### src/hdl/periodic_timer_table_macros.svh
// Assertion macros used by the timer table engine.
`ifndef PERIODIC_TIMER_TABLE_MACROS_SVH
`define PERIODIC_TIMER_TABLE_MACROS_SVH
// Checked on every clock edge except while reset is high.
`define PTT_ASSERT(label, clk, rst, prop, msg) \
   label: assert property (@(posedge clk) disable iff (rst) prop) else $error(msg);
// Checked on every clock edge, reset included.
`define PTT_ASSERT_ALWAYS(label, clk, prop, msg) \
   label: assert property (@(posedge clk) prop) else $error(msg);
`endif

### src/hdl/ptt_pkg.sv
// Types, codes and constants of the periodic timer table.
package ptt_pkg;
   localparam int SLOTS  = 16;
   localparam int SLOT_W = (SLOTS > 1) ? $clog2(SLOTS) : 1;

   localparam logic [1:0] FUNC_SET  = 2'd0;
   localparam logic [1:0] FUNC_KILL = 2'd1;
   localparam logic [1:0] FUNC_KALL = 2'd2;
   localparam logic [1:0] FUNC_TICK = 2'd3;

   localparam logic [2:0] KIND_SET_OK   = 3'd0;
   localparam logic [2:0] KIND_REP_ZERO = 3'd1;
   localparam logic [2:0] KIND_FULL     = 3'd2;
   localparam logic [2:0] KIND_KILLED   = 3'd3;
   localparam logic [2:0] KIND_NOTFOUND = 3'd4;
   localparam logic [2:0] KIND_ALL_KILL = 3'd5;
   localparam logic [2:0] KIND_FIRE     = 3'd6;
   localparam logic [2:0] KIND_TICKDONE = 3'd7;

   localparam logic [1:0] ADDR_TICK = 2'd0;

   localparam logic [19:0] TICK_RESET = 20'd50000;
   localparam logic [63:0] NONE_DUE   = 64'hFFFF_FFFF_FFFF_FFFF;
   localparam logic [31:0] FOREVER    = 32'hFFFF_FFFF;

   // Microseconds to whole milliseconds: (x * MS_RECIP) >> MS_SHIFT equals x / 1000
   // for every 20-bit x.
   localparam logic [20:0] MS_RECIP = 21'd1073742;
   localparam int          MS_SHIFT = 30;

   localparam int DVD_W = 26;
   localparam int DVS_W = 11;
   localparam int CNT_W = $clog2(DVD_W);

   typedef struct packed {
      logic [1:0]  func;
      logic [31:0] timer_id;
      logic [15:0] period_s;
      logic [31:0] repeat_count;
      logic [31:0] user_param;
      logic [63:0] now_us;
   } req_type;

   typedef struct packed {
      logic [2:0]  result_kind;
      logic [31:0] fired_id;
      logic [31:0] fired_param;
      logic        last;
   } rsp_type;

   typedef struct packed {
      req_type req;
      logic    rep_zero;
   } cmd_type;
endpackage

### src/hdl/ptt_rsp_queue.sv
// Result queue: parts the engine from the consumer of results.
module ptt_rsp_queue (
   input  logic              clock,
   input  logic              reset,
   input  logic              in_push,
   output logic              in_full,
   input  ptt_pkg::rsp_type  in_data,
   output logic              empty,
   input  logic              pop,
   output ptt_pkg::rsp_type  rsp_data
);
   ptt_pkg::rsp_type mem_ff [2];
   logic       wr_ff, wr_in, rd_ff, rd_in;
   logic [1:0] cnt_ff, cnt_in;
   logic       do_push, do_pop;

   assign in_full  = (cnt_ff == 2'd2);
   assign empty    = (cnt_ff == 2'd0);
   assign rsp_data = mem_ff[rd_ff];
   assign do_push  = in_push && !in_full;
   assign do_pop   = pop && !empty;

   always_comb begin
      wr_in  = do_push ? ~wr_ff : wr_ff;
      rd_in  = do_pop ? ~rd_ff : rd_ff;
      cnt_in = cnt_ff + 2'(do_push) - 2'(do_pop);
   end

   always_ff @(posedge clock) begin
      if (reset) begin
         wr_ff  <= 1'b0;
         rd_ff  <= 1'b0;
         cnt_ff <= 2'd0;
      end else begin
         wr_ff  <= wr_in;
         rd_ff  <= rd_in;
         cnt_ff <= cnt_in;
      end
   end

   always_ff @(posedge clock) begin
      if (do_push) begin
         mem_ff[wr_ff] <= in_data;
      end
   end
endmodule

### config.mk
export PLATFORM = sky130hd
export DESIGN_NAME = ptt_rsp_queue
export DESIGN_NICKNAME = d
export VERILOG_FILES = /design/src/hdl/periodic_timer_table_macros.svh /design/src/hdl/ptt_pkg.sv /design/src/hdl/ptt_rsp_queue.sv
export SDC_FILE = /design/constraint.sdc
export NUM_CORES = 1
export LEC_CHECK = 0
export ABC_CLOCK_PERIOD_IN_PS = 2800
export BUFFER_PORTS_ARGS = -buffer_cell sky130_fd_sc_hd__buf_2
export CAP_MARGIN = 10
export CORE_MARGIN = 2
export CORE_UTILIZATION = 30
export DETAILED_ROUTE_END_ITERATION = 10
export PLACE_DENSITY_LB_ADDON = 0.25
export SYNTH_ARGS = -nofsm -noshare
export SYNTH_HDL_FRONTEND = slang
export SYNTH_SLANG_ARGS = --single-unit
### constraint.sdc
create_clock -name clock -period 2.8 [get_ports clock]
set_input_delay 0.14 -clock clock [delete_from_list [all_inputs] [get_ports clock]]
set_output_delay 0.14 -clock clock [all_outputs]
set_load 0.05 [all_outputs]
; ---- Word-level counts from Yosys, hierarchy flattened
; Memory sizes are Yosys's and may differ from the RTL's. A register that Yosys moved wholly into a read port is not among the register bits.
; Index checks and enable logic that the tools add are counted.
[totals]
mem_bits_ro = 0
elab_cells = 18
regBits = 4
latch_bits = 0
inputBits = 72
mem_count = 1
mem_bits_rw = 136
out_inout_bits = 70
[mem_list]
columns = memory, words, width, read_ports, rd_clocked_by_memory_dff, write_ports, line
row1 = mem_ff, 2, 68, 1, 1, 1, ptt_rsp_queue.sv:12  ; ptt_pkg::rsp_type mem_ff [2];
[op_classes]
n_addsub = 2
bitwise_logic = 2
order_cmp = 0
n_shift = 0
multipliers = 0
n_div = 0
n_mux = 4
eq_ne = 1
reduce_logical = 5
[ops]
columns = operator, count
row1 = 2-to-1 mux 1 bit, 4
row2 = adder 2 x 1 -> 2 bit, 1
row3 = equality test 2 bit (second input constant), 1
row4 = logical AND 1 bit, 2
row5 = zero test 1 bit, 2
row6 = zero test 2 bit, 1
row7 = inverter 1 bit, 2
row8 = subtractor 2 x 1 -> 2 bit, 1

; ---- Depth between registers and ports, before layout
[logic_depth]
word_depth = 5
depth_mapped = 8
ltp_nobuf = 8

; ---- Worst setup path after synthesis
; OpenSTA, ideal clock, no wires.
[synth_path]
kind = reg2reg
from = reg cnt_ff[0]
to = mem mem_ff[0][0] (netlist bit), enable pin
slack_ns = 0.092
t_required_ns = 2.378
setup_time_ns = 0.422
path_buffers = 0
t_arrival_ns = 2.286
stages_incl_launch_ff = 5
synth_period_minus_slack_ns = 2.708
cell_sequence = dfxtp_1 > nand2b_2 > inv_2 > or3_1 > inv_1
[synth_via]
elab_chain_cells = 5
[synth_lines]
columns = item, line
row1 = "start, declared", ptt_rsp_queue.sv:14  ; logic [1:0] cnt_ff, cnt_in;
row2 = "start signal, assigned", ptt_rsp_queue.sv:37  ; cnt_ff <= cnt_in;
row3 = equality test 2 bit, ptt_rsp_queue.sv:17  ; assign in_full = (cnt_ff == 2'd2);
row4 = net in_full, ptt_rsp_queue.sv:6  ; output logic in_full,
row5 = zero test 1 bit, ptt_rsp_queue.sv:20  ; assign do_push = in_push && !in_full;
row6 = logical AND 1 bit, ptt_rsp_queue.sv:20
row7 = 2-to-1 mux 1 bit, ptt_rsp_queue.sv:42  ; if (do_push) begin
row8 = 2-to-1 mux 1 bit (not written as such), ptt_rsp_queue.sv:43  ; mem_ff[wr_ff] <= in_data;
row9 = "end, declared", ptt_rsp_queue.sv:12
; The timed path passes the listed nets, and every way through them passes these cells.

==> flow_summary.toml <==
[worst_setup_path]
r2r_slack_ps = 1110
r2r-start = "cnt_ff[0]"
endpoint_kind = "primary output"
worst-path-max-fanout = 36
criticalPathCategory = "reg -> out"
crit_path_start_kind = "register"
critPathArrivalTime_ps = 2040
cp.required_ps = 2660

[global_routing]
grt_max_degree = 69
grt-ovfl-total = 0
grtUsageTotal_pct = 11.3
antenna_found_initial = 0
grt_pass1_vias = 3087
grt_pass1_wl_mm = 15.3

[floorplan]
dieWidth_um = 136
die_area_mm2 = 0.0185
start_util_pct = 30.4
die_height_um = 136
coreArea_mm2 = 0.0172
pin_count = 142
rows = 48

[clock_network]
cts_root_buf = "clkbuf_16"
clock_latency_ps = 410
htreeDepth = 4
cts.sinks = 141
numCtsBuffers = 17
cts_buffer_depth = 2
clk_pin_slew_worst_paths_ps = 50
cts_tree = "built"

[power]
p_sw_mw = 2.83
power_frac_seq_pct = 36.8
intPower_mw = 4.93
ir_drop_uv = 551
power_frac_comb_pct = 34.8
leakagePower_nw = 2.86
pwr_density_cell_mw_per_mm2 = 1040
p_sw_share_pct = 36.5
clock_power_share_pct = 28.4

[timing]
rsz0062_at_grt = "no"
relSlewSlack_pct = 61.6
worst_slew_pin_slew_ps = 577
setup_viol = 0
period_share_pct = 78.0
hold_viol_final = 0
maxSlewViolCount = 0
fmax_ghz = 0.458
fin_worst_skew_ps = 3.26
period_minus_slack_ps = 2180
tns_ps = 0

[layout]
final_common_cell = "buf_2"
post-route-util_pct = 43.6
layout.cells.non_filler = 701
area_growth_pct = 43.3
antenna_cells = 0
drive_above_1_share_pct = 51.3
final_cell_mix = "141 x buf_2, 136 x edfxtp_1, 69 x dlygate4sd3_1"
final_nets = 537

[placement]
io_buffers = 141
hpwl_mm = 5.97
dp_cells = 600
gp_congestion = 0.659

[synth]
synth_seq_cells = 141
seq_area_frac_synth_pct = 80.1
synth-main-ff-cell = "edfxtp_1"
yosysWarnings = 0
synth.top_cell.area_share_pct = 78.2
synth_area_mm2 = 0.00522
netlist_instances = 239
synthArstFlopShare_pct = 0
syn_nets = 313
synth.area.top_cells = "edfxtp_1 78%, mux2_2 10%, mux2_4 5.7%"
avgSynthCellArea_um2 = 21.9
synth.largest_area_cell = "edfxtp_1"
synth_edf_count = 136
ys_types = 22

[drt]
detailedRoute.firstIterationViolations = 92
via_count = 2875
postRouteAntennaNets = 0
viasPerCell = 4.10
finalWirelength_mm = 9.86
dr.pass1.iters = 4
route.detailed.drc = 0
wl_per_cell_um = 14.1

[worst_hold_path]
hp-start = "in_push"
min_path_type = "in -> reg"

[run_status]
outcome = "finished clean"

[job]
maxCapViolations = 0
-- power groups by stage --
stage	combinational, mW	sequential (mW)	clock (mW)
finish	2.70	2.86	2.20
global route	2.86	2.90	2.36
CTS	2.75	2.87	2.27
detailed placement	2.66	2.91	0
global placement	2.66	2.90	0
floorplan	2.21	2.80	0
-- worst max-delay path: stages (launching register included) --
cell     delay (ps)
dfxtp_4         710
buf_12          300
mux2_2          380
buf_2           220
-- Yosys cell counts (2+ instances only) --
master	count
edfxtp_1	136
mux2_4	20
buf_6	4
inv_1	3
buf_2	4
dfxtp_1	5
ha_1	2
nor2_1	4
mux2_2	48
-- stage by stage --
step	instance area (um^2)	setup slack [ps]	hold WS, ps	power (mW)
4_1_cts	7490	533	103	7.89
2_1_floorplan	5220	91.9	209	5.01
6_report	7490	616	134	7.76
3_3_place_gp	6210	987	327	5.56
5_1_grt	7490	477	159	8.11
3_5_place_dp	6210	988	331	5.57
-- cell type report --
type | count | area [um^2]
Clock buffer | 19 | 433
Clock inverter | 13 | 149
Fill cell | 1563 | 9690
Inverter | 4 | 15.0
Multi-Input combinational cell | 86 | 963
Sequential cell | 141 | 4190
Tap cell | 225 | 282
Timing Repair Buffer | 213 | 1460
-- cell families (layout without fill, tap and decap cells) --
| kind of cell | after synthesis | count (layout) | synth area share (%) |
|---|---|---|---|
| buffers and inverters | 12 | 249 | 1.53 |
| muxes | 68 | 68 | 16.1 |
| adders and majority gates | 2 | 2 | 0.479 |
| DFF | 141 | 141 | 80.1 |
| xor gates and xnor gates | 2 | 2 | 0.335 |
| and+or+nand+nor | 11 | 11 | 1.13 |
| AOI/OAI and AO/OA | 3 | 3 | 0.335 |
-- sequential cells by signal (all words and copies together) (netlist names), named ones only --
signal / count
cnt_ff: 2
rd_ff: 1
wr_ff: 1
mem_ff: 136
-- repair_timing --
action | 4_1_cts | 5_1_grt
buffers inserted | 0 | 0
hold buffers | 69 | 0
hold endpoints to repair | 141 | 0
resized for setup | 0 | 0
-- layer usage --
metal  GRT usage, %  vias up  wire length (um)
met5              0        -                 0
met4           5.90        0               151
met3           4.59       15               691
met2           18.4       97              4930
met1           12.7     1378              4090
li1               -     1385                 -
-- final timing paths --
check / endpoint / depth (start not counted)
hold reg to reg: wr_ff / 2
setup reg to reg: mem_ff[1][22] / 3
hold / removal: wr_ff / 4
setup / recovery: rsp_data[26] / 3
Note: power is estimated with default switching activity, not from simulation.
