--- src/hdl/periodic_timer_table_macros.svh ---
// Assertion macros used by the timer table engine.
`ifndef PERIODIC_TIMER_TABLE_MACROS_SVH
`define PERIODIC_TIMER_TABLE_MACROS_SVH
// Checked on every clock edge except while reset is high.
`define PTT_ASSERT(label, clk, rst, prop, msg) \
   label: assert property (@(posedge clk) disable iff (rst) prop) else $error(msg);
// Checked on every clock edge, reset included.
`define PTT_ASSERT_ALWAYS(label, clk, prop, msg) \
   label: assert property (@(posedge clk) prop) else $error(msg);
`endif

--- src/hdl/ptt_pkg.sv ---
// Types, codes and constants of the periodic timer table.
package ptt_pkg;
   localparam int SLOTS  = 16;
   localparam int SLOT_W = (SLOTS > 1) ? $clog2(SLOTS) : 1;

   localparam logic [1:0] FUNC_SET  = 2'd0;
   localparam logic [1:0] FUNC_KILL = 2'd1;
   localparam logic [1:0] FUNC_KALL = 2'd2;
   localparam logic [1:0] FUNC_TICK = 2'd3;

   localparam logic [2:0] KIND_SET_OK   = 3'd0;
   localparam logic [2:0] KIND_REP_ZERO = 3'd1;
   localparam logic [2:0] KIND_FULL     = 3'd2;
   localparam logic [2:0] KIND_KILLED   = 3'd3;
   localparam logic [2:0] KIND_NOTFOUND = 3'd4;
   localparam logic [2:0] KIND_ALL_KILL = 3'd5;
   localparam logic [2:0] KIND_FIRE     = 3'd6;
   localparam logic [2:0] KIND_TICKDONE = 3'd7;

   localparam logic [1:0] ADDR_TICK = 2'd0;

   localparam logic [19:0] TICK_RESET = 20'd50000;
   localparam logic [63:0] NONE_DUE   = 64'hFFFF_FFFF_FFFF_FFFF;
   localparam logic [31:0] FOREVER    = 32'hFFFF_FFFF;

   // Microseconds to whole milliseconds: (x * MS_RECIP) >> MS_SHIFT equals x / 1000
   // for every 20-bit x.
   localparam logic [20:0] MS_RECIP = 21'd1073742;
   localparam int          MS_SHIFT = 30;

   localparam int DVD_W = 26;
   localparam int DVS_W = 11;
   localparam int CNT_W = $clog2(DVD_W);

   typedef struct packed {
      logic [1:0]  func;
      logic [31:0] timer_id;
      logic [15:0] period_s;
      logic [31:0] repeat_count;
      logic [31:0] user_param;
      logic [63:0] now_us;
   } req_type;

   typedef struct packed {
      logic [2:0]  result_kind;
      logic [31:0] fired_id;
      logic [31:0] fired_param;
      logic        last;
   } rsp_type;

   typedef struct packed {
      req_type req;
      logic    rep_zero;
   } cmd_type;
endpackage

--- src/hdl/ptt_cmd_queue.sv ---
// Front end: accepts commands, flags rejected sets and queues them.
module ptt_cmd_queue (
   input  logic              clock,
   input  logic              reset,
   input  logic              push,
   output logic              full,
   input  ptt_pkg::req_type  req_data,
   output logic              cmd_valid,
   output ptt_pkg::cmd_type  cmd_data,
   input  logic              cmd_take
);
   ptt_pkg::cmd_type mem_ff [2];
   logic       wr_ff, wr_in, rd_ff, rd_in;
   logic [1:0] cnt_ff, cnt_in;
   logic       do_push, do_pop;
   ptt_pkg::cmd_type entry;

   assign full      = (cnt_ff == 2'd2);
   assign cmd_valid = (cnt_ff != 2'd0);
   assign cmd_data  = mem_ff[rd_ff];
   assign do_push   = push && !full;
   assign do_pop    = cmd_take && cmd_valid;

   always_comb begin
      entry.req      = req_data;
      entry.rep_zero = (req_data.func == ptt_pkg::FUNC_SET) && (req_data.repeat_count == 32'd0);
      wr_in  = do_push ? ~wr_ff : wr_ff;
      rd_in  = do_pop ? ~rd_ff : rd_ff;
      cnt_in = cnt_ff + 2'(do_push) - 2'(do_pop);
   end

   always_ff @(posedge clock) begin
      if (reset) begin
         wr_ff  <= 1'b0;
         rd_ff  <= 1'b0;
         cnt_ff <= 2'd0;
      end else begin
         wr_ff  <= wr_in;
         rd_ff  <= rd_in;
         cnt_ff <= cnt_in;
      end
   end

   always_ff @(posedge clock) begin
      if (do_push) begin
         mem_ff[wr_ff] <= entry;
      end
   end
endmodule

--- config.mk ---
export PLATFORM = sky130hd
export DESIGN_NAME = ptt_cmd_queue
export DESIGN_NICKNAME = d
export VERILOG_FILES = /design/src/hdl/periodic_timer_table_macros.svh /design/src/hdl/ptt_pkg.sv /design/src/hdl/ptt_cmd_queue.sv
export SDC_FILE = /design/constraint.sdc
export NUM_CORES = 1
export LEC_CHECK = 0
export ABC_AREA = 1
export BUFFER_PORTS_ARGS = -buffer_cell sky130_fd_sc_hd__clkbuf_2
export CORE_MARGIN = 2
export CORE_UTILIZATION = 47
export CTS_CLUSTER_DIAMETER = 50
export DETAILED_ROUTE_END_ITERATION = 7
export PLACE_DENSITY = 0.84
export SYNTH_ARGS = -nofsm -noshare
export SYNTH_HDL_FRONTEND = slang
export SYNTH_SLANG_ARGS = --single-unit
--- constraint.sdc ---
create_clock -name clock -period 9 [get_ports clock]
set_clock_uncertainty 0.2 [all_clocks]
set_input_delay 0.45 -clock clock [delete_from_list [all_inputs] [get_ports clock]]
set_output_delay 0.45 -clock clock [all_outputs]
set_load 0.02 [all_outputs]
Yosys cells after proc, flatten, opt, wreduce, memory -nomap -nowiden
Memory sizes are Yosys's and may differ from the RTL's. A register that Yosys moved wholly into a read port is not among the register bits. Cells that the tools add are included.

Mux-type cells: 4. Reduce and logical (&&, ||, !) cells: 7. Bitwise operators: 2. Equality and inequality tests: 1. $add $sub $neg: 2.

Operators with widths (number): 32-bit zero test (1); 1-bit 2-to-1 mux (4); 1-bit logical AND (3); 2-bit by 1-bit adder with 2-bit output (1); 2-bit equality test, second input constant (1); 2-bit zero test (1); 1-bit NOT (2); 2-bit nonzero test (1); 2-bit by 1-bit subtractor with 2-bit output (1); 1-bit zero test (1).

Output and inout bits: 181. Word-level logic and storage cells: 20. Bits of input ports: 182. Memories kept: 1. Flip-flop bits (word level): 4. Memory bits (writable): 358.

Memories: mem_ff (depth 2, bits a word 179, read ports 1, clocked after Yosys merged registers in 1, write ports 1, line ptt_cmd_queue.sv:12) `ptt_pkg::cmd_type mem_ff [2];`.

Logic depth before layout (Yosys ltp)
Gate-level depths: netlist of run 1.

Word-level depth: 5. Gate-level depth with buffers: 11. Mapped depth without buffers: 11.

Worst setup path before layout of run 1
OpenSTA, ideal clock, no wires.

Path type: input -> register. Start point: input push. End point: memory mem_ff[1][0] (netlist name), enable pin. Buffers on the path: 0. Library setup time: 721 ps. Data required time: 8079 ps. Data arrival time: 7974 ps. Path slack: 105 ps. Stages on the path: 2. Cells stage by stage: o21ai_2 > nor2_1.

Cells in the longest elaborated chain, start to end: 3.

Ends and longest elaborated chain: start, declared (line ptt_cmd_queue.sv:5) `input logic push,`; 1-bit logical AND (line ptt_cmd_queue.sv:21) `assign do_push = push && !full;`; 1-bit 2-to-1 mux (line ptt_cmd_queue.sv:45) `if (do_push) begin`; 1-bit 2-to-1 mux (implied by the code) (line ptt_cmd_queue.sv:46) `mem_ff[wr_ff] <= entry;`; end, declared (line ptt_cmd_queue.sv:12).

Every way passes these cells.

==> results of run 1 <==
## layer usage
layer  global-route usage (%)  wire (µm)
met4                     8.26       1070
met3                     4.98       2470
met2                     37.1      17000
met1                     23.1      11400
met5                        0          0
## cell families (layout without fill, tap and decap cells)
family,Yosys count,in the layout,share of synthesized area [%]
mux,179,179,17.5
fa+ha+maj,2,2,0.183
simple gates,43,43,1.24
compound gates,4,4,0.174
buf+inv,28,624,1.59
xor+xnor,1,1,0.0640
flops,363,363,79.3
other cells,0,4,0
## through the flow
stage / power, µW / util, % / setup slack [ps] / hold WS [ps]
final: 5190 / 65.8 / 5260 / 48.4
after detailed placement: 3640 / 55.3 / 5830 / 275
after CTS: 5190 / 65.7 / 5270 / 26.7
after global routing: 5380 / 65.8 / 5130 / 27.8
after floorplan: 3300 / - / 105 / 247
after global placement: 3600 / 55.3 / 5850 / 249
## registers in the layout (all words and copies together), names as in the netlist, named ones only
signal and count:
cnt_ff 2, mem_ff 358, rd_ff 1, wr_ff 1
## critical path: cells and delay by family, from the launching register on
family | cells | cell delay [ps]
flops | 1 | 860
mux | 1 | 450
buf+inv | 2 | 1110
## path summary, 6_finish.rpt
check / start / to / slack, ps / cells after the start
worst max register to register: cnt_ff[0] / mem_ff[0][120] / 6070 / 4
worst min register to register: rd_ff / flop / 280 / 2
worst max-delay path: flop / cmd_data[9] / 5260 / 3
worst min-delay path: req_data[176] / mem_ff[1][177] / 50 / 1
## area by class of cell
type	instances	area share, %
flip-flops and latches	363	57.5
repair buffers	548	19.4
multi-input cells	229	14.0
clock buffers	49	5.60
well taps	384	2.55
clock inverters	19	0.822
inverters	8	0.159
diodes	4	0.0530
## layout by cell type, fill, tap and decap left out, drive strengths merged, types with 4 or more instances in the layout
cell type / n
clkbuf: 411
edfxtp: 358
mux2: 179
dlygate4sd3: 178
nor2: 27
clkinv: 16
nand2: 11
inv: 9
buf: 8
dfxtp: 5
diode: 4
## where the power goes
| part | switching [µW] | internal (µW) | total [µW] |
|---|---|---|---|
| sequential | 100 | 2160 | 2260 |
| clock | 615 | 889 | 1500 |
| combinational | 825 | 600 | 1430 |
| total | 1540 | 3650 | 5190 |
==> out/qor_table.md, run 1 <==
| Item | Value |
| --- | --- |
| Pin count of the biggest net entering global routing | 74 |
| Number of pins exceeding their max-slew limit in the final report | 0 |
| Number of distinct library cells after synthesis | 18 |
| Net count after synthesis | 804 |
| Worst Path Max Fanout | 73 |
| Clock tree from TritonCTS | built |
| Required time of the worst setup path | 8350 ps |
| Clock latency on the worst-skew pair | 510 ps |
| Routed wirelength normalized by instance count | 19.9 µm |
| Cell type with the highest aggregate area in the netlist | sky130_fd_sc_hd__edfxtp_1 |
| Sequential-to-total area share from yosys stat | 79.3% |
| Die outline height | 175 µm |
| Critical path startpoint category | flop |
| CTS clock-pin slew for the worst setup and hold paths | 60 ps |
| Cells after Synth | 620 |
| Ranking of synthesized cells by area | sky130_fd_sc_hd__edfxtp_1 79%, sky130_fd_sc_hd__mux2_4 11%, sky130_fd_sc_hd__mux2_2 6.5% |
| Setup Buffers After CTS | 0 |
| Placed Instance Area | 15900 µm² |
| Port Buffer Count | 362 |
| Remaining routing DRC violations | 0 |
| Syn. warnings | 0 |
| Fin Setup TNS | 0 ps |
| CORE AREA | 28700 µm² |
| Slew of the pin with the lowest slew margin | 1180 ps |
| Root Driver | sky130_fd_sc_hd__clkbuf_16 |
| Row count | 62 |
| Largest stage delay, worst path | 950 ps |
| Total of cells resized after clock tree synthesis | 0 |
| TritonCTS Sinks | 363 |
| Via count of the first global-routing pass | 8686 |
| Period minus WS final | 3740 ps |
| Most frequently used cell type in the post-synthesis netlist | sky130_fd_sc_hd__edfxtp_1 |
| Post-Layout Inst Area | 18900 µm² |
| H-tree levels | 2 |
| Effective utilization at floorplan | 47.7% |
| Worst rel slew slack | 21.5% |
| Antenna violations before repair | 4 |
| Cts hold-fix bufs | 178 |
| Sequential cell area | 10900 µm² |
| Share of the clock period used by the worst path | 41.6% |
| Cell-by-cell trace of the critical path | buf_4 -> mux2_2 -> clkbuf_2 |
| Buffers from clock root to sink, at most | 3 |
| Vias per std cell | 4.96 |
| Weighted congestion reported at the end of routability-driven placement | 0.789 |
| Leakage power | 0.00741 µW |
| Critical Path Slowest Stage Cell | sky130_fd_sc_hd__buf_4 |
| Worst voltage drop across the vdd grid | 0.242 mV |
| Multi-input combinational cell area | 2630 µm² |
| Count of final hold-check violations | 0 |
| Critical setup path kind | flop to primary output |
| Mean cell area of the mapped netlist | 22.1 µm² |
| Sort of element at the end of the critical path | primary output |
| Maximum clock frequency | 267 MHz |
| Status | finished, final reports clean |
| Final-stage net count | 1372 |
| Proportion of layout cells with a drive suffix above 1 | 49.9% |
| TritonCTS buffer count | 38 |
| Antenna Violating Nets Remaining | 0 |
| Post-synthesis cell area | 13700 µm² |
| Number of flops mapped to enable cells by yosys | 358 |
| Number of vias after detailed routing | 7949 |
| HP Class | input port to flop |
| Main synth FF type | sky130_fd_sc_hd__edfxtp_1 |
| Number of search-and-repair iterations in the first detailed-routing pass | 5 |
| I/O pin cnt | 363 |
| Top-area cell type share of the netlist area | 78.5% |
| Async set or reset register ratio after synthesis | 0% |
| Final Routed Wirelength | 31.9 mm |
| Area growth syn-to-layout | 37.9% |
| Horizontal extent of the die | 175 µm |
| Seq cells post-synth | 363 |
| Overflow after GRT | 0 |
| Top cells by count, synth | 358 x sky130_fd_sc_hd__edfxtp_1, 100 x sky130_fd_sc_hd__mux2_4, 79 x sky130_fd_sc_hd__mux2_2 |
| Wire length of the first global-routing pass | 47.7 mm |
| Final instance count without filler cells | 1604 |
| Number of maximum-capacitance violations | 0 |
| RSZ-0062 raised after global routing | false |
| Fill count | 1853 |
| Detailed Place HPWL | 18.7 mm |
| Overall die area | 30500 µm² |
| Tot GR Track Use | 20.4% |
| Number of instances in the placed design | 1354 |
| CP arrival | 3090 ps |
| Total setup violations reported at the end of the flow | 0 |
| Power Dens Cells | 275 nW/µm² |
| Violation count after the first detailed-routing iteration | 588 |
Power figures use the tool's default switching activity.
==> inputs of run 2 (changes only) <==
==> constraint.sdc (replaced) <==
create_clock -name clock -period 3.1 [get_ports clock]
set_clock_uncertainty 0.2 [all_clocks]
set_input_delay 0.155 -clock clock [delete_from_list [all_inputs] [get_ports clock]]
set_output_delay 0.155 -clock clock [all_outputs]
set_load 0.02 [all_outputs]
==> run 2 against run 1 <==
First-iteration DRC count fell by 20%. Highest routed layer is now met5. Critical path depth did not move. Total power rose to 2.9 times the previous value. Largest cell class unchanged. Critical endpoint is now cmd_data[36]. Sequential share of layout area fell by 0.50 points. Setup slack got worse by 4800 ps.
==> out/qor_table.md, run 2 (synthesis results as in run 1) <==
| Item | Value | vs previous |
| --- | --- | --- |
| CORE AREA | 28700 µm² | unchanged |
| Number of pins exceeding their max-slew limit in the final report | 0 | unchanged |
| Largest stage delay, worst path | 720 ps | -230 ps |
| Final-stage net count | 1383 | +0.80% |
| Number of search-and-repair iterations in the first detailed-routing pass | 4 | -1 |
| TritonCTS buffer count | 38 | unchanged |
| Worst voltage drop across the vdd grid | 0.692 mV | +190% |
| Die outline height | 175 µm | unchanged |
| Cell-by-cell trace of the critical path | buf_4 -> mux2_2 -> clkbuf_2 |  |
| Worst Path Max Fanout | 35 | -52% |
| Detailed Place HPWL | 18.9 mm | +0.79% |
| Maximum clock frequency | 375 MHz |  |
| Clock tree from TritonCTS | built |  |
| Share of the clock period used by the worst path | 86.0% |  |
| Overall die area | 30500 µm² | unchanged |
| Number of vias after detailed routing | 7917 | -0.40% |
| Setup Buffers After CTS | 0 | unchanged |
| Multi-input combinational cell area | 2640 µm² | +0.28% |
| CTS clock-pin slew for the worst setup and hold paths | 60 ps | about the same |
| Remaining routing DRC violations | 0 | unchanged |
| Worst rel slew slack | 61.3% | +40 points |
| Tot GR Track Use | 20.1% | -0.29 points |
| Worst Hold Margin | 169 ps | +121 ps |
| Violation count after the first detailed-routing iteration | 469 | -20% |
| Clock latency on the worst-skew pair | 510 ps | about the same |
| Critical Path Slowest Stage Cell | sky130_fd_sc_hd__dfxtp_4 |  |
| Pin count of the biggest net entering global routing | 97 | +31% |
| Number of maximum-capacitance violations | 0 | unchanged |
| Buffers from clock root to sink, at most | 3 | unchanged |
| H-tree levels | 2 | unchanged |
| Wire length of the first global-routing pass | 47.0 mm | -1.4% |
| Leakage power | 0.00749 µW | +1.1% |
| Slew of the pin with the lowest slew margin | 580 ps | -598 ps |
| Sort of element at the end of the critical path | primary output |  |
| Registers with the most flip-flops | mem_ff x358, cnt_ff x2 |  |
| Antenna Violating Nets Remaining | 0 | unchanged |
| Port Buffer Count | 362 | unchanged |
| Routed wirelength normalized by instance count | 19.4 µm | -2.5% |
| Row count | 62 | unchanged |
| TritonCTS Sinks | 363 | unchanged |
| RSZ-0062 raised after global routing | false |  |
| Period minus WS final | 2670 ps |  |
| Count of final hold-check violations | 0 | unchanged |
| Total of cells resized after clock tree synthesis | 0 | unchanged |
| Total setup violations reported at the end of the flow | 0 | unchanged |
| Max reg flops | 358 | unchanged |
| HP Class | input port to flop |  |
| Proportion of layout cells with a drive suffix above 1 | 50.4% | +0.53 points |
| Effective utilization at floorplan | 47.7% | unchanged |
| I/O pin cnt | 363 | unchanged |
| Area growth syn-to-layout | 39.1% |  |
| Critical path startpoint category | flop |  |
| Critical setup path kind | flop to primary output |  |
| Root Driver | sky130_fd_sc_hd__clkbuf_16 |  |
| Horizontal extent of the die | 175 µm | unchanged |
| Via count of the first global-routing pass | 8569 | -1.3% |
| Required time of the worst setup path | 2740 ps | -5610 ps |
| Vias per std cell | 4.92 | -0.77% |
| Final Routed Wirelength | 31.3 mm | -2.2% |
| CP arrival | 2310 ps | -780 ps |
| Leading cell types in the layout, fill and taps excluded | 362 x sky130_fd_sc_hd__clkbuf_2, 358 x sky130_fd_sc_hd__edfxtp_1, 181 x sky130_fd_sc_hd__dlygate4sd3_1, 100 x sky130_fd_sc_hd__mux2_4, 79 x sky130_fd_sc_hd__mux2_2 |  |
| Weighted congestion reported at the end of routability-driven placement | 0.766 | -2.9% |
| Status | finished, final reports clean |  |
| Register with the most flip-flops | mem_ff |  |
| Final Power | 15100 µW | +190% |
| Fill count | 1837 | -0.86% |
| Antenna violations before repair | 2 | -2 |
| Most common cell after layout, fill and taps aside | sky130_fd_sc_hd__clkbuf_2 |  |
| Power Dens Cells | 794 nW/µm² | +190% |
| Sequential cell area | 10900 µm² | about the same |
| Overflow after GRT | 0 | unchanged |
==> run 2: per-layer routing <==
layer / vias to the layer above / track usage (%) / part of all wire, %
met3: 66 / 4.92 / 7.2
met4: 2 / 7.12 / 2.9
met2: 376 / 36.7 / 52
li1: 3593 / - / -
met1: 3880 / 23.0 / 38
met5: - / 0 / 0.035
==> run 2: timing repair <==
action / CTS / global route
endpoints found under the hold margin: 372 / 0
endpoints found under the setup margin: 0 / 0
hold buffers: 181 / 0
==> run 2: cell type report <==
class / instances / share of cell area, %
well taps: 384 / 2.52
clock inverters: 17 / 0.775
repair buffers: 559 / 20.1
diodes: 1 / 0.0131
flip-flops and latches: 363 / 57.0
multi-input cells: 229 / 13.9
clock buffers: 49 / 5.60
inverters: 8 / 0.158
==> run 2: critical path, delay by kind of cell, from the launching register on <==
family                 cells  cell delay (ps)
buffers and inverters      2              630
muxes                      1              410
DFF                        1              720
==> run 2: report_power, final <==
group          switching [µW]  internal (µW)
combinational            2420           1810
clock                    1750           2600
sequential                260           6270
==> run 2: final timing paths <==
| kind | from | to | slack (ps) | cells after the start |
|---|---|---|---|---|
| worst max-delay path | flop | cmd_data[36] | 430 | 3 |
| worst min-delay path | req_data[57] | mem_ff[0][58] | 170 | 2 |
| worst max register to register | cnt_ff[1] | mem_ff[0][134] | 1190 | 4 |
| worst min register to register | rd_ff | flop | 280 | 2 |
==> run 2: metrics by stage <==
step / utilization (%) / std cells / cell area [µm²] / setup TNS, ps / worst slack (ps)
after floorplan: - / 620 / 13700 / -228920 / -652
after global placement: 55.8 / 1362 / 16000 / 0 / 1030
after detailed placement: 55.8 / 1362 / 16000 / 0 / 976
after CTS: 66.3 / 1609 / 19000 / 0 / 418
after global routing: 66.3 / 1610 / 19000 / 0 / 298
final: 66.3 / 1610 / 19000 / 0 / 434
