--- src/hdl/periodic_timer_table_macros.svh ---
// Assertion macros used by the timer table engine.
`ifndef PERIODIC_TIMER_TABLE_MACROS_SVH
`define PERIODIC_TIMER_TABLE_MACROS_SVH
// Checked on every clock edge except while reset is high.
`define PTT_ASSERT(label, clk, rst, prop, msg) \
   label: assert property (@(posedge clk) disable iff (rst) prop) else $error(msg);
// Checked on every clock edge, reset included.
`define PTT_ASSERT_ALWAYS(label, clk, prop, msg) \
   label: assert property (@(posedge clk) prop) else $error(msg);
`endif

--- src/hdl/ptt_pkg.sv ---
// Types, codes and constants of the periodic timer table.
package ptt_pkg;
   localparam int SLOTS  = 16;
   localparam int SLOT_W = (SLOTS > 1) ? $clog2(SLOTS) : 1;

   localparam logic [1:0] FUNC_SET  = 2'd0;
   localparam logic [1:0] FUNC_KILL = 2'd1;
   localparam logic [1:0] FUNC_KALL = 2'd2;
   localparam logic [1:0] FUNC_TICK = 2'd3;

   localparam logic [2:0] KIND_SET_OK   = 3'd0;
   localparam logic [2:0] KIND_REP_ZERO = 3'd1;
   localparam logic [2:0] KIND_FULL     = 3'd2;
   localparam logic [2:0] KIND_KILLED   = 3'd3;
   localparam logic [2:0] KIND_NOTFOUND = 3'd4;
   localparam logic [2:0] KIND_ALL_KILL = 3'd5;
   localparam logic [2:0] KIND_FIRE     = 3'd6;
   localparam logic [2:0] KIND_TICKDONE = 3'd7;

   localparam logic [1:0] ADDR_TICK = 2'd0;

   localparam logic [19:0] TICK_RESET = 20'd50000;
   localparam logic [63:0] NONE_DUE   = 64'hFFFF_FFFF_FFFF_FFFF;
   localparam logic [31:0] FOREVER    = 32'hFFFF_FFFF;

   // Microseconds to whole milliseconds: (x * MS_RECIP) >> MS_SHIFT equals x / 1000
   // for every 20-bit x.
   localparam logic [20:0] MS_RECIP = 21'd1073742;
   localparam int          MS_SHIFT = 30;

   localparam int DVD_W = 26;
   localparam int DVS_W = 11;
   localparam int CNT_W = $clog2(DVD_W);

   typedef struct packed {
      logic [1:0]  func;
      logic [31:0] timer_id;
      logic [15:0] period_s;
      logic [31:0] repeat_count;
      logic [31:0] user_param;
      logic [63:0] now_us;
   } req_type;

   typedef struct packed {
      logic [2:0]  result_kind;
      logic [31:0] fired_id;
      logic [31:0] fired_param;
      logic        last;
   } rsp_type;

   typedef struct packed {
      req_type req;
      logic    rep_zero;
   } cmd_type;
endpackage

--- src/hdl/ptt_divider.sv ---
// Restoring divider, one quotient bit per cycle.
module ptt_divider (
   input  logic                        clock,
   input  logic                        reset,
   input  logic                        start,
   input  logic [ptt_pkg::DVD_W-1:0]   dividend,
   input  logic [ptt_pkg::DVS_W-1:0]   divisor,
   output logic                        done,
   output logic [ptt_pkg::DVS_W-1:0]   rem
);
   logic                        busy_ff, busy_in, done_ff, done_in;
   logic [ptt_pkg::CNT_W-1:0]   cnt_ff, cnt_in;
   logic [ptt_pkg::DVD_W-1:0]   quo_ff, quo_in;
   logic [ptt_pkg::DVS_W-1:0]   rem_ff, rem_in, dvs_ff, dvs_in;
   logic [ptt_pkg::DVS_W:0]     trial;
   logic                        qbit;

   assign done = done_ff;
   assign rem  = rem_ff;

   always_comb begin
      trial   = {rem_ff, quo_ff[ptt_pkg::DVD_W-1]};
      qbit    = (trial >= {1'b0, dvs_ff});
      busy_in = busy_ff;
      done_in = 1'b0;
      cnt_in  = cnt_ff;
      quo_in  = quo_ff;
      rem_in  = rem_ff;
      dvs_in  = dvs_ff;
      if (start) begin
         busy_in = 1'b1;
         cnt_in  = ptt_pkg::CNT_W'(ptt_pkg::DVD_W - 1);
         quo_in  = dividend;
         rem_in  = '0;
         dvs_in  = divisor;
      end else if (busy_ff) begin
         rem_in = qbit ? ptt_pkg::DVS_W'(trial - {1'b0, dvs_ff})
                       : ptt_pkg::DVS_W'(trial);
         quo_in = {quo_ff[ptt_pkg::DVD_W-2:0], qbit};
         cnt_in = cnt_ff - 1'b1;
         if (cnt_ff == '0) begin
            busy_in = 1'b0;
            done_in = 1'b1;
         end
      end
   end

   always_ff @(posedge clock) begin
      if (reset) begin
         busy_ff <= 1'b0;
         done_ff <= 1'b0;
         cnt_ff  <= '0;
      end else begin
         busy_ff <= busy_in;
         done_ff <= done_in;
         cnt_ff  <= cnt_in;
      end
   end

   always_ff @(posedge clock) begin
      quo_ff <= quo_in;
      rem_ff <= rem_in;
      dvs_ff <= dvs_in;
   end
endmodule

--- src/hdl/ptt_engine.sv ---
// Back end: slot table and the sequencer that carries out each command.
`include "periodic_timer_table_macros.svh"
module ptt_engine (
   input  logic              clock,
   input  logic              reset,
   input  logic              cmd_valid,
   input  ptt_pkg::cmd_type  cmd_data,
   output logic              cmd_take,
   input  logic [19:0]       tick_period_us,
   input  logic              rsp_full,
   output logic              rsp_push,
   output ptt_pkg::rsp_type  rsp_out
);
   localparam logic [3:0] S_IDLE  = 4'd0;
   localparam logic [3:0] S_SCAN  = 4'd1;
   localparam logic [3:0] S_DIV1  = 4'd2;
   localparam logic [3:0] S_DIV2  = 4'd3;
   localparam logic [3:0] S_MUL   = 4'd4;
   localparam logic [3:0] S_ADD   = 4'd5;
   localparam logic [3:0] S_EMIT  = 4'd6;
   localparam logic [3:0] S_TSLOT = 4'd7;
   localparam logic [3:0] S_TMIN  = 4'd8;
   localparam logic [ptt_pkg::SLOT_W-1:0] LAST_IDX = ptt_pkg::SLOT_W'(ptt_pkg::SLOTS - 1);

   logic [31:0] slot_id_ff   [ptt_pkg::SLOTS];
   logic [39:0] slot_per_ff  [ptt_pkg::SLOTS];
   logic [63:0] slot_dl_ff   [ptt_pkg::SLOTS];
   logic [31:0] slot_rep_ff  [ptt_pkg::SLOTS];
   logic [31:0] slot_par_ff  [ptt_pkg::SLOTS];
   logic [ptt_pkg::SLOTS-1:0] valid_ff, valid_in;

   logic [3:0]  state_ff, state_in;
   ptt_pkg::req_type cmd_ff, cmd_in;
   logic [ptt_pkg::SLOT_W-1:0] idx_ff, idx_in, hit_ff, hit_in, free_ff, free_in;
   logic        found_ff, found_in, freef_ff, freef_in;
   logic [63:0] ed_ff, ed_in, next_ff, next_in;
   logic [2:0]  kind_ff, kind_in;
   logic [31:0] eid_ff, eid_in;
   logic [ptt_pkg::DVS_W-1:0] tms_ff, tms_in;
   logic [ptt_pkg::DVD_W-1:0] x_ff, x_in, ms_ff, ms_in;
   logic [39:0] per_ff, per_in;

   logic        wr_slot, wr_tick;
   logic [ptt_pkg::SLOT_W-1:0] tgt;
   logic [63:0] dl_new, dl_adv;
   logic [31:0] rep_dec;
   logic [40:0] tick_prod;
   logic        kall_take, table_clear;

   logic        div_start, div_done;
   logic [ptt_pkg::DVD_W-1:0] div_dvd;
   logic [ptt_pkg::DVS_W-1:0] div_dvs, div_r, tms_c;

   ptt_divider u_div (
      .clock    (clock),
      .reset    (reset),
      .start    (div_start),
      .dividend (div_dvd),
      .divisor  (div_dvs),
      .done     (div_done),
      .rem      (div_r)
   );

   assign tgt    = found_ff ? hit_ff : free_ff;
   assign dl_new = cmd_ff.now_us + 64'(per_ff);
   assign dl_adv = slot_dl_ff[idx_ff] + 64'(slot_per_ff[idx_ff]);
   assign rep_dec = slot_rep_ff[idx_ff] - 32'd1;
   // Tick length in whole milliseconds by reciprocal multiplication; a zero becomes 1 ms.
   assign tick_prod = 41'(tick_period_us) * 41'(ptt_pkg::MS_RECIP);
   assign tms_c  = (tick_prod[ptt_pkg::MS_SHIFT +: ptt_pkg::DVS_W] == '0)
                   ? ptt_pkg::DVS_W'(1) : tick_prod[ptt_pkg::MS_SHIFT +: ptt_pkg::DVS_W];
   assign kall_take   = cmd_take && cmd_data.req.func == ptt_pkg::FUNC_KALL;
   assign table_clear = (valid_ff == '0) && (ed_ff == ptt_pkg::NONE_DUE);

   always_comb begin
      state_in  = state_ff;
      cmd_in    = cmd_ff;
      idx_in    = idx_ff;
      hit_in    = hit_ff;
      free_in   = free_ff;
      found_in  = found_ff;
      freef_in  = freef_ff;
      ed_in     = ed_ff;
      next_in   = next_ff;
      kind_in   = kind_ff;
      eid_in    = eid_ff;
      tms_in    = tms_ff;
      x_in      = x_ff;
      ms_in     = ms_ff;
      per_in    = per_ff;
      valid_in  = valid_ff;
      cmd_take  = 1'b0;
      rsp_push  = 1'b0;
      rsp_out   = '0;
      wr_slot   = 1'b0;
      wr_tick   = 1'b0;
      div_start = 1'b0;
      div_dvd   = '0;
      div_dvs   = '0;
      case (state_ff)
         S_IDLE: begin
            if (cmd_valid) begin
               cmd_take = 1'b1;
               cmd_in   = cmd_data.req;
               idx_in   = '0;
               found_in = 1'b0;
               freef_in = 1'b0;
               eid_in   = cmd_data.req.timer_id;
               case (cmd_data.req.func)
                  ptt_pkg::FUNC_SET: begin
                     if (cmd_data.rep_zero) begin
                        kind_in  = ptt_pkg::KIND_REP_ZERO;
                        state_in = S_EMIT;
                     end else begin
                        state_in = S_SCAN;
                     end
                  end
                  ptt_pkg::FUNC_KILL: state_in = S_SCAN;
                  ptt_pkg::FUNC_KALL: begin
                     valid_in = '0;
                     ed_in    = ptt_pkg::NONE_DUE;
                     kind_in  = ptt_pkg::KIND_ALL_KILL;
                     eid_in   = '0;
                     state_in = S_EMIT;
                  end
                  default: begin
                     eid_in  = '0;
                     kind_in = ptt_pkg::KIND_TICKDONE;
                     next_in = ptt_pkg::NONE_DUE;
                     if (ed_ff != ptt_pkg::NONE_DUE && ed_ff <= cmd_data.req.now_us) begin
                        state_in = S_TSLOT;
                     end else begin
                        state_in = S_EMIT;
                     end
                  end
               endcase
            end
         end
         S_SCAN: begin
            if (valid_ff[idx_ff] && slot_id_ff[idx_ff] == cmd_ff.timer_id && !found_ff) begin
               found_in = 1'b1;
               hit_in   = idx_ff;
            end
            if (!valid_ff[idx_ff] && !freef_ff) begin
               freef_in = 1'b1;
               free_in  = idx_ff;
            end
            idx_in = idx_ff + 1'b1;
            if (idx_ff == LAST_IDX) begin
               // Results of the walk are held in registers and read again in S_ADD.
               state_in = S_DIV1;
               idx_in   = '0;
               if (cmd_ff.func == ptt_pkg::FUNC_KILL) begin
                  state_in = S_EMIT;
                  kind_in  = ptt_pkg::KIND_NOTFOUND;
               end
            end
            if (idx_ff == LAST_IDX && cmd_ff.func == ptt_pkg::FUNC_KILL &&
                (found_ff || (valid_ff[idx_ff] && slot_id_ff[idx_ff] == cmd_ff.timer_id))) begin
               kind_in = ptt_pkg::KIND_KILLED;
               valid_in[found_ff ? hit_ff : idx_ff] = 1'b0;
               if ((valid_ff & ~(ptt_pkg::SLOTS'(1) << (found_ff ? hit_ff : idx_ff))) == '0) begin
                  ed_in = ptt_pkg::NONE_DUE;
               end
            end
            if (idx_ff == LAST_IDX && cmd_ff.func == ptt_pkg::FUNC_SET) begin
               if (found_in || freef_in) begin
                  tms_in = tms_c;
                  x_in   = ptt_pkg::DVD_W'(cmd_ff.period_s) * ptt_pkg::DVD_W'(1000);
               end else begin
                  kind_in  = ptt_pkg::KIND_FULL;
                  state_in = S_EMIT;
               end
            end
         end
         S_DIV1: begin
            div_start = 1'b1;
            div_dvd   = x_ff;
            div_dvs   = tms_ff;
            state_in  = S_DIV2;
         end
         S_DIV2: begin
            if (div_done) begin
               ms_in = x_ff + ((div_r == '0) ? '0 : ptt_pkg::DVD_W'(tms_ff - div_r));
               state_in = S_MUL;
            end
         end
         S_MUL: begin
            per_in   = 40'(ms_ff) * 40'd1000;
            state_in = S_ADD;
         end
         S_ADD: begin
            wr_slot       = 1'b1;
            valid_in[tgt] = 1'b1;
            if (dl_new < ed_ff) begin
               ed_in = dl_new;
            end
            kind_in  = ptt_pkg::KIND_SET_OK;
            state_in = S_EMIT;
         end
         S_EMIT: begin
            if (!rsp_full) begin
               rsp_push            = 1'b1;
               rsp_out.result_kind = kind_ff;
               rsp_out.fired_id    = eid_ff;
               rsp_out.last        = 1'b1;
               state_in            = S_IDLE;
            end
         end
         S_TSLOT: begin
            if (valid_ff[idx_ff] && slot_dl_ff[idx_ff] <= cmd_ff.now_us) begin
               if (!rsp_full) begin
                  rsp_push            = 1'b1;
                  rsp_out.result_kind = ptt_pkg::KIND_FIRE;
                  rsp_out.fired_id    = slot_id_ff[idx_ff];
                  rsp_out.fired_param = slot_par_ff[idx_ff];
                  if (slot_rep_ff[idx_ff] != ptt_pkg::FOREVER &&
                      slot_rep_ff[idx_ff] <= 32'd1) begin
                     // Count ran out: release the slot, it takes no part in the minimum.
                     valid_in[idx_ff] = 1'b0;
                     idx_in = idx_ff + 1'b1;
                     if (idx_ff == LAST_IDX) begin
                        ed_in    = next_ff;
                        state_in = S_EMIT;
                     end
                  end else begin
                     wr_tick  = 1'b1;
                     state_in = S_TMIN;
                  end
               end
            end else if (valid_ff[idx_ff]) begin
               state_in = S_TMIN;
            end else begin
               idx_in = idx_ff + 1'b1;
               if (idx_ff == LAST_IDX) begin
                  ed_in    = next_ff;
                  state_in = S_EMIT;
               end
            end
         end
         S_TMIN: begin
            if (slot_dl_ff[idx_ff] < next_ff) begin
               next_in = slot_dl_ff[idx_ff];
            end
            idx_in   = idx_ff + 1'b1;
            state_in = S_TSLOT;
            if (idx_ff == LAST_IDX) begin
               ed_in    = next_in;
               state_in = S_EMIT;
            end
         end
         default: state_in = S_IDLE;
      endcase
   end

   always_ff @(posedge clock) begin
      if (reset) begin
         state_ff <= S_IDLE;
         valid_ff <= '0;
         ed_ff    <= ptt_pkg::NONE_DUE;
      end else begin
         state_ff <= state_in;
         valid_ff <= valid_in;
         ed_ff    <= ed_in;
      end
   end

   always_ff @(posedge clock) begin
      cmd_ff   <= cmd_in;
      idx_ff   <= idx_in;
      hit_ff   <= hit_in;
      free_ff  <= free_in;
      found_ff <= found_in;
      freef_ff <= freef_in;
      next_ff  <= next_in;
      kind_ff  <= kind_in;
      eid_ff   <= eid_in;
      tms_ff   <= tms_in;
      x_ff     <= x_in;
      ms_ff    <= ms_in;
      per_ff   <= per_in;
   end

   always_ff @(posedge clock) begin
      if (wr_slot) begin
         slot_id_ff[tgt]  <= cmd_ff.timer_id;
         slot_per_ff[tgt] <= per_ff;
         slot_dl_ff[tgt]  <= dl_new;
         slot_rep_ff[tgt] <= cmd_ff.repeat_count;
         slot_par_ff[tgt] <= cmd_ff.user_param;
      end
      if (wr_tick) begin
         slot_dl_ff[idx_ff] <= dl_adv;
         if (slot_rep_ff[idx_ff] != ptt_pkg::FOREVER) begin
            slot_rep_ff[idx_ff] <= rep_dec;
         end
      end
   end

   `PTT_ASSERT(a_push_room, clock, reset, rsp_push |-> !rsp_full, "result pushed into a full queue")
   `PTT_ASSERT(a_take_idle, clock, reset, cmd_take |-> state_ff == S_IDLE, "command taken while busy")
   `PTT_ASSERT(a_kall_none, clock, reset, kall_take |=> table_clear, "kill all left state behind")
endmodule

--- config.mk ---
export PLATFORM = sky130hd
export DESIGN_NAME = ptt_engine
export DESIGN_NICKNAME = d
export VERILOG_FILES = /design/src/hdl/ptt_pkg.sv /design/src/hdl/ptt_divider.sv /design/src/hdl/ptt_engine.sv
export VERILOG_INCLUDE_DIRS = /design/src /design/src/hdl
export SDC_FILE = /design/constraint.sdc
export NUM_CORES = 2
export LEC_CHECK = 0
export BUFFER_PORTS_ARGS = -buffer_cell sky130_fd_sc_hd__clkbuf_2
export CAP_MARGIN = 15
export CELL_PAD_IN_SITES_DETAIL_PLACEMENT = 1
export CELL_PAD_IN_SITES_GLOBAL_PLACEMENT = 1
export CORE_MARGIN = 2
export CORE_UTILIZATION = 40
export CTS_BUF_LIST = sky130_fd_sc_hd__clkbuf_8 sky130_fd_sc_hd__clkbuf_16
export CTS_CLUSTER_SIZE = 10
export DETAILED_ROUTE_END_ITERATION = 8
export PLACE_DENSITY_LB_ADDON = 0.1
export SLEW_MARGIN = 20
export SYNTH_ARGS = -nofsm -noshare
export SYNTH_HDL_FRONTEND = slang
export SYNTH_SLANG_ARGS = --single-unit
--- constraint.sdc ---
create_clock -name clock -period 24.9 [get_ports clock]
set_input_delay 1.245 -clock clock [delete_from_list [all_inputs] [get_ports clock]]
set_output_delay 1.245 -clock clock [all_outputs]
set_load 0.01 [all_outputs]
== Word-level counts from Yosys, hierarchy flattened ==
Memory sizes are Yosys's and may differ from the RTL's. A register that Yosys moved wholly into a read port is not among the register bits.
Cells that the tools add are included.

* Reductions and logical operators: 49
* Multiplexer cells: 119
* Equal/unequal tests: 32
* Add/subtract/negate cells: 8
* Multiply operators: 3
* Shift operators: 1
* $lt $le $gt $ge: 12
* Bitwise operators: 8

{| class="wikitable"
|+ Operator list
! operator !! number
|-
| $mux 64 || 15
|-
| $pmux 64 s5 || 1
|-
| $mux 67 || 2
|-
| $le 64x64->1 || 2
|-
| $lt 64x64->1 || 2
|-
| $pmux 64 s2 || 1
|-
| $mux 26 || 4
|-
| $mux 4 || 26
|-
| $mux 16 || 6
|-
| $pmux 35 s2 || 1
|-
| $add 64x36->64 || 1
|-
| $add 64x40->64 || 1
|-
| $mux 32 || 2
|-
| $ne 64x64->1 const B || 1
|-
| $pmux 16 s4 || 1
|-
| $reduce_or 64->1 || 1
|-
| $and 16x16->16 || 3
|-
| $not 16->16 || 3
|-
| $mul 20x20->40 const B || 1
|-
| $pmux 4 s9 || 1
|-
| $mux 1 || 35
|-
| $mux 35 || 1
|-
| $mul 26x7->33 const B || 1
|-
| $eq 32x32->1 || 1
|-
| other kinds (54) || 119
|}

* Input port bits: 203
* Logic and storage cells: 265
* Memories: 5
* Flip-flop bits (word level): 523
* Bits in writable memories: 3,088
* Output and inout bits: 70

{| class="wikitable"
|+ Memories
! memory !! depth !! bits a word !! read ports !! clocked after Yosys merged registers in !! wr ports !! line !! source
|-
| slot_dl_ff || 16 || 64 || 1 || 1 || 1 || ptt_engine.sv:27 || <nowiki>logic [63:0] slot_dl_ff [ptt_pkg::SLOTS];</nowiki>
|-
| slot_per_ff || 16 || 33 || 1 || 1 || 1 || ptt_engine.sv:26 || <nowiki>logic [39:0] slot_per_ff [ptt_pkg::SLOTS];</nowiki>
|-
| slot_id_ff || 16 || 32 || 1 || 1 || 1 || ptt_engine.sv:25 || <nowiki>logic [31:0] slot_id_ff [ptt_pkg::SLOTS];</nowiki>
|-
| slot_par_ff || 16 || 32 || 1 || 1 || 1 || ptt_engine.sv:29 || <nowiki>logic [31:0] slot_par_ff [ptt_pkg::SLOTS];</nowiki>
|-
| slot_rep_ff || 16 || 32 || 1 || 1 || 1 || ptt_engine.sv:28 || <nowiki>logic [31:0] slot_rep_ff [ptt_pkg::SLOTS];</nowiki>
|}

== Depth between registers and ports, before layout ==
* Depth in word-level cells: 10
* Gate-level depth with buffers: 33

== Hierarchy ==
Synthesis repeated with hierarchy kept, for this count alone.

* Cells, all modules: 9,806
* Area total of the unflattened synthesis: 165,531.3 µm²

{| class="wikitable"
|+ Modules (own cells, without submodules)
! module !! cells an instance !! area an instance (µm²) !! instances
|-
| ptt_engine || 9,570 || 162,691.0 || 1
|-
| ptt_divider || 236 || 2,840.2 || 1
|}

== Worst setup path after synthesis ==
OpenSTA, ideal clock, no wires.

* Path type: flip-flop to flip-flop
* Start point: register (tool-made name)
* End point: memory slot_dl_ff[4][0] (enable)
* Path buffers: 14
* Cell stages (with the launch flop): 27
* Arrival: 9.367 ns
* Setup slack: 15.024 ns
* Required time: 24.392 ns
* Cells stage by stage: dfxtp_1 -> buf_6 -> buf_8 -> buf_12 -> buf_6 -> buf_6 -> buf_6 -> buf_6 -> buf_4 -> buf_6 -> buf_4 -> buf_2 -> buf_2 -> mux4_2 -> mux4_2 -> ha_1 -> nand4_1 -> nor3_1 -> nand3_1 -> or4_1 -> o21a_1 -> or3_1 -> clkbuf_1 -> nor2_1 -> clkbuf_1 -> nand2_1 -> o22ai_1

{| class="wikitable"
|+ RTL lines
! what !! line
|-
| to (decl) || ptt_engine.sv:27
|}

==> flow_summary.ini <==
[synth]
synth-seq-cells = 3615
synth_top_family_by_area = multiplexers
synth-edff-count = 3509
ys_warn_count = 0
synthArstFlopShare_pct = 0
synth_top_flop_cell = edfxtp_1
netlist_top_cells_count = edfxtp_1 (3509), mux4_2 (857), ha_1 (668)
yosys.area.top_type = edfxtp_1
synth_area_leaders = edfxtp_1 (64%), mux4_2 (12%), ha_1 (5.1%)
synth-simple-area-share_pct = 4.21
synthMostInstantiatedCell = edfxtp_1
synthAdderAreaFrac_pct = 8.00
syn_area_sq_um = 164000
avgSynthCellArea_sq_um = 17.1
netlist.area_leader.share_pct = 64.2
synthMuxAreaShare_pct = 13.2
synthXorXnorAreaFrac_pct = 1.44
ys_types = 93
synthCells = 9566
synth_compound_area_share_pct = 5.05
mappedNetlistNets = 10675
synth_seq_area_share_pct = 65.5

[power_and_ir_drop]
p_clk_share_pct = 25.9
p_sw_share_pct = 35.8
power.leakage_nw = 64.6
pwr-share-seq_pct = 36.9
powerDensity_nw_per_um2 = 116
internal_power_w = 0.0138
ir_worst_vdd_uv = 120
comb_power_share_pct = 37.2
switchingPower_w = 0.00768
fin_total_pwr_w = 0.0215

[cells_and_area]
fin_nets = 11246
final_area_sq_um = 185000
area_growth_pct = 12.8
final_util_pct = 45.2
layout-drive-gt1-share_pct = 19.9
fin_cells = 15779

[setup_path]
worstPathRequired_ps = 25460
worstPathCellList = buf_4 > buf_4 > buf_12 > mux4_2 > mux4_2 > ha_1 > nand4_1 > nor4_1 > buf_4 > and3_1 > nand3_1 > or4_1 > o21a_1 > or3_2 > nor2_4 > nand2_1 > o22ai_4 > buf_4
r2r.worst_path.cells = 18
critPathMostFrequentCell = buf_4
arrival_ps = 12290
crit_slowest_cell = nor2_4
cp-end-kind = register
path_class = reg2reg
critPathLaunchType = register
crit_fanout = 98
critPathMaxStageDelay_ps = 950

[worst_hold_path]
hold_path.class = in2reg
hold_depth = 1

[timing]
setup_viol = 0
tightest_slew_ps = 1180
layout_min_cycle_time_ps = 11730
slew_headroom_pct = 20.5
rsz0062_at_grt = no
hold_viol = 0
fin_skew_ps = 112
final.setup.tns_ps = 0
max_freq_mhz = 85.2
finalCritPeriodShare_pct = 47.1
drv_slew = 0

[route]
wl_per_cell_microns = 32.3
ant_nets = 0
dr.pass1.iters = 5
initialDrtViolationCount = 7480
remaining_drc_errors = 0
vias = 91557
avgViaCountPerCell = 5.80
drt_wl_total_microns = 510000

[cts]
cts_tree = yes
cts_buffers = 421
path_clk_slew_ps = 60
clock_latency_ps = 1040
cts_buffer_depth = 4
cts_sinks = 3615
cts_resized = 0
h-tree-depth = 5
cts_setup_buffers = 0
cts_root_buf = clkbuf_16
cts_hold_buf = 0

[floorplan]
dieArea_sq_um = 415000
die_h_microns = 644
io_pins = 273
initial_core_util_pct = 40.1
die_w_microns = 644
core-area_sq_um = 409000
num_rows = 235

[global_route]
grt_pass1_vias = 98377
grt_pass1_wl_microns = 731000
grt-ovfl-total = 0
grt_max_degree = 127
grt_usage_pct = 24.4
antenna_found_initial = 26

[placement]
dp_hpwl_microns = 322000
place_area_sq_um = 173000
dp.cells = 15161
port_buffers = 272
place_congestion = 0.847

[run]
cap_violations = 0

[outcome]
status = complete, no violations
[sequential cells by signal (all words and copies together) (netlist names), 5 cells and up, named ones only]
register      count
cmd_ff          178
per_ff           33
u_div.rem        11
slot_rep_ff     512
eid_ff           32
u_div.dvs_ff     11
ms_ff            26
ed_ff            64
x_ff             23
slot_per_ff     528
tms_ff           11
slot_par_ff     512
next_ff          64
u_div.quo_ff     26
slot_dl_ff     1024
slot_id_ff      512
u_div.cnt_ff      5
valid_ff         16
[final cells by class]
class                           count  area, sq um
Fill cell                       38782       224000
Sequential cell                  3615       108000
Multi-Input combinational cell   4957        53000
Inverter                          620         2340
Clock inverter                    180         1390
Antenna cell                        6         15.0
Clock buffer                      428        10700
Tap cell                         5451         6820
Timing Repair Buffer              522         3360
[final timing paths]
check,from,endpoint,slack (ps)
setup / recovery,register,slot_dl_ff[0][16]$_DFFE_PP_,13170
hold / removal,cmd_data[99],cmd_ff[98]$_DFFE_PP_,410
setup reg to reg,register,slot_dl_ff[0][16]$_DFFE_PP_,13170
hold reg to reg,u_div.cnt_ff[1]$_SDFFE_PP0P_,u_div.cnt_ff[1]$_SDFFE_PP0P_,510
[kinds of logic after synthesis]
group	Yosys count
DFF	3615
AOI/OAI and AO/OA	1250
xor gates and xnor gates	269
adders and majority gates	906
muxes	1081
and+or+nand+nor	1451
buffers and inverters	994
[layer usage]
metal  global-route usage [%]  share of wire (%)  up-vias
met5                        0             0.0045        -
li1                         -                  -    38738
met1                     33.7                 43    49654
met2                     40.8                 49     2437
met3                     2.68                4.5      724
met4                     7.49                3.3        4
[critical path, delay by kind of cell, from the launching register on]
kind / cells / cell delay [ps]
fa+ha+maj: 1 / 340
flops: 1 / 650
buf+inv: 5 / 3410
mux: 2 / 1190
simple gates: 8 / 4280
compound gates: 2 / 1170
[through the flow]
step           hold WS (ps)  setup WS (ps)
3_5_place_dp            502          13150
3_3_place_gp            485          13280
2_1_floorplan           469          15020
6_report                411          13170
5_1_grt                 386          12530
4_1_cts                 325          12980
[layout by cell type, fill, tap and decap left out, drive strengths merged, types with 106 or more instances in the layout]
cell type | Yosys | routed
mux4 | 857 | 857
nand2 | 501 | 501
ha | 668 | 668
fa | 238 | 238
dfxtp | 106 | 106
clkbuf | 174 | 700
nor2 | 343 | 343
edfxtp | 3509 | 3509
xnor2 | 186 | 186
o21ai | 203 | 203
mux2i | 200 | 200
a21oi | 332 | 332
buf | 200 | 250
a21o | 164 | 164
inv | 618 | 727
[power groups by stage]
stage          sequential, W  clock, W  combinational [W]
2_1_floorplan        0.00787         0            0.00540
3_3_place_gp         0.00802         0            0.00788
3_5_place_dp         0.00805         0            0.00801
4_1_cts              0.00793   0.00569            0.00806
5_1_grt              0.00796   0.00590            0.00874
6_report             0.00792   0.00556            0.00797
No activity file was read; power rests on OpenSTA's default activity.
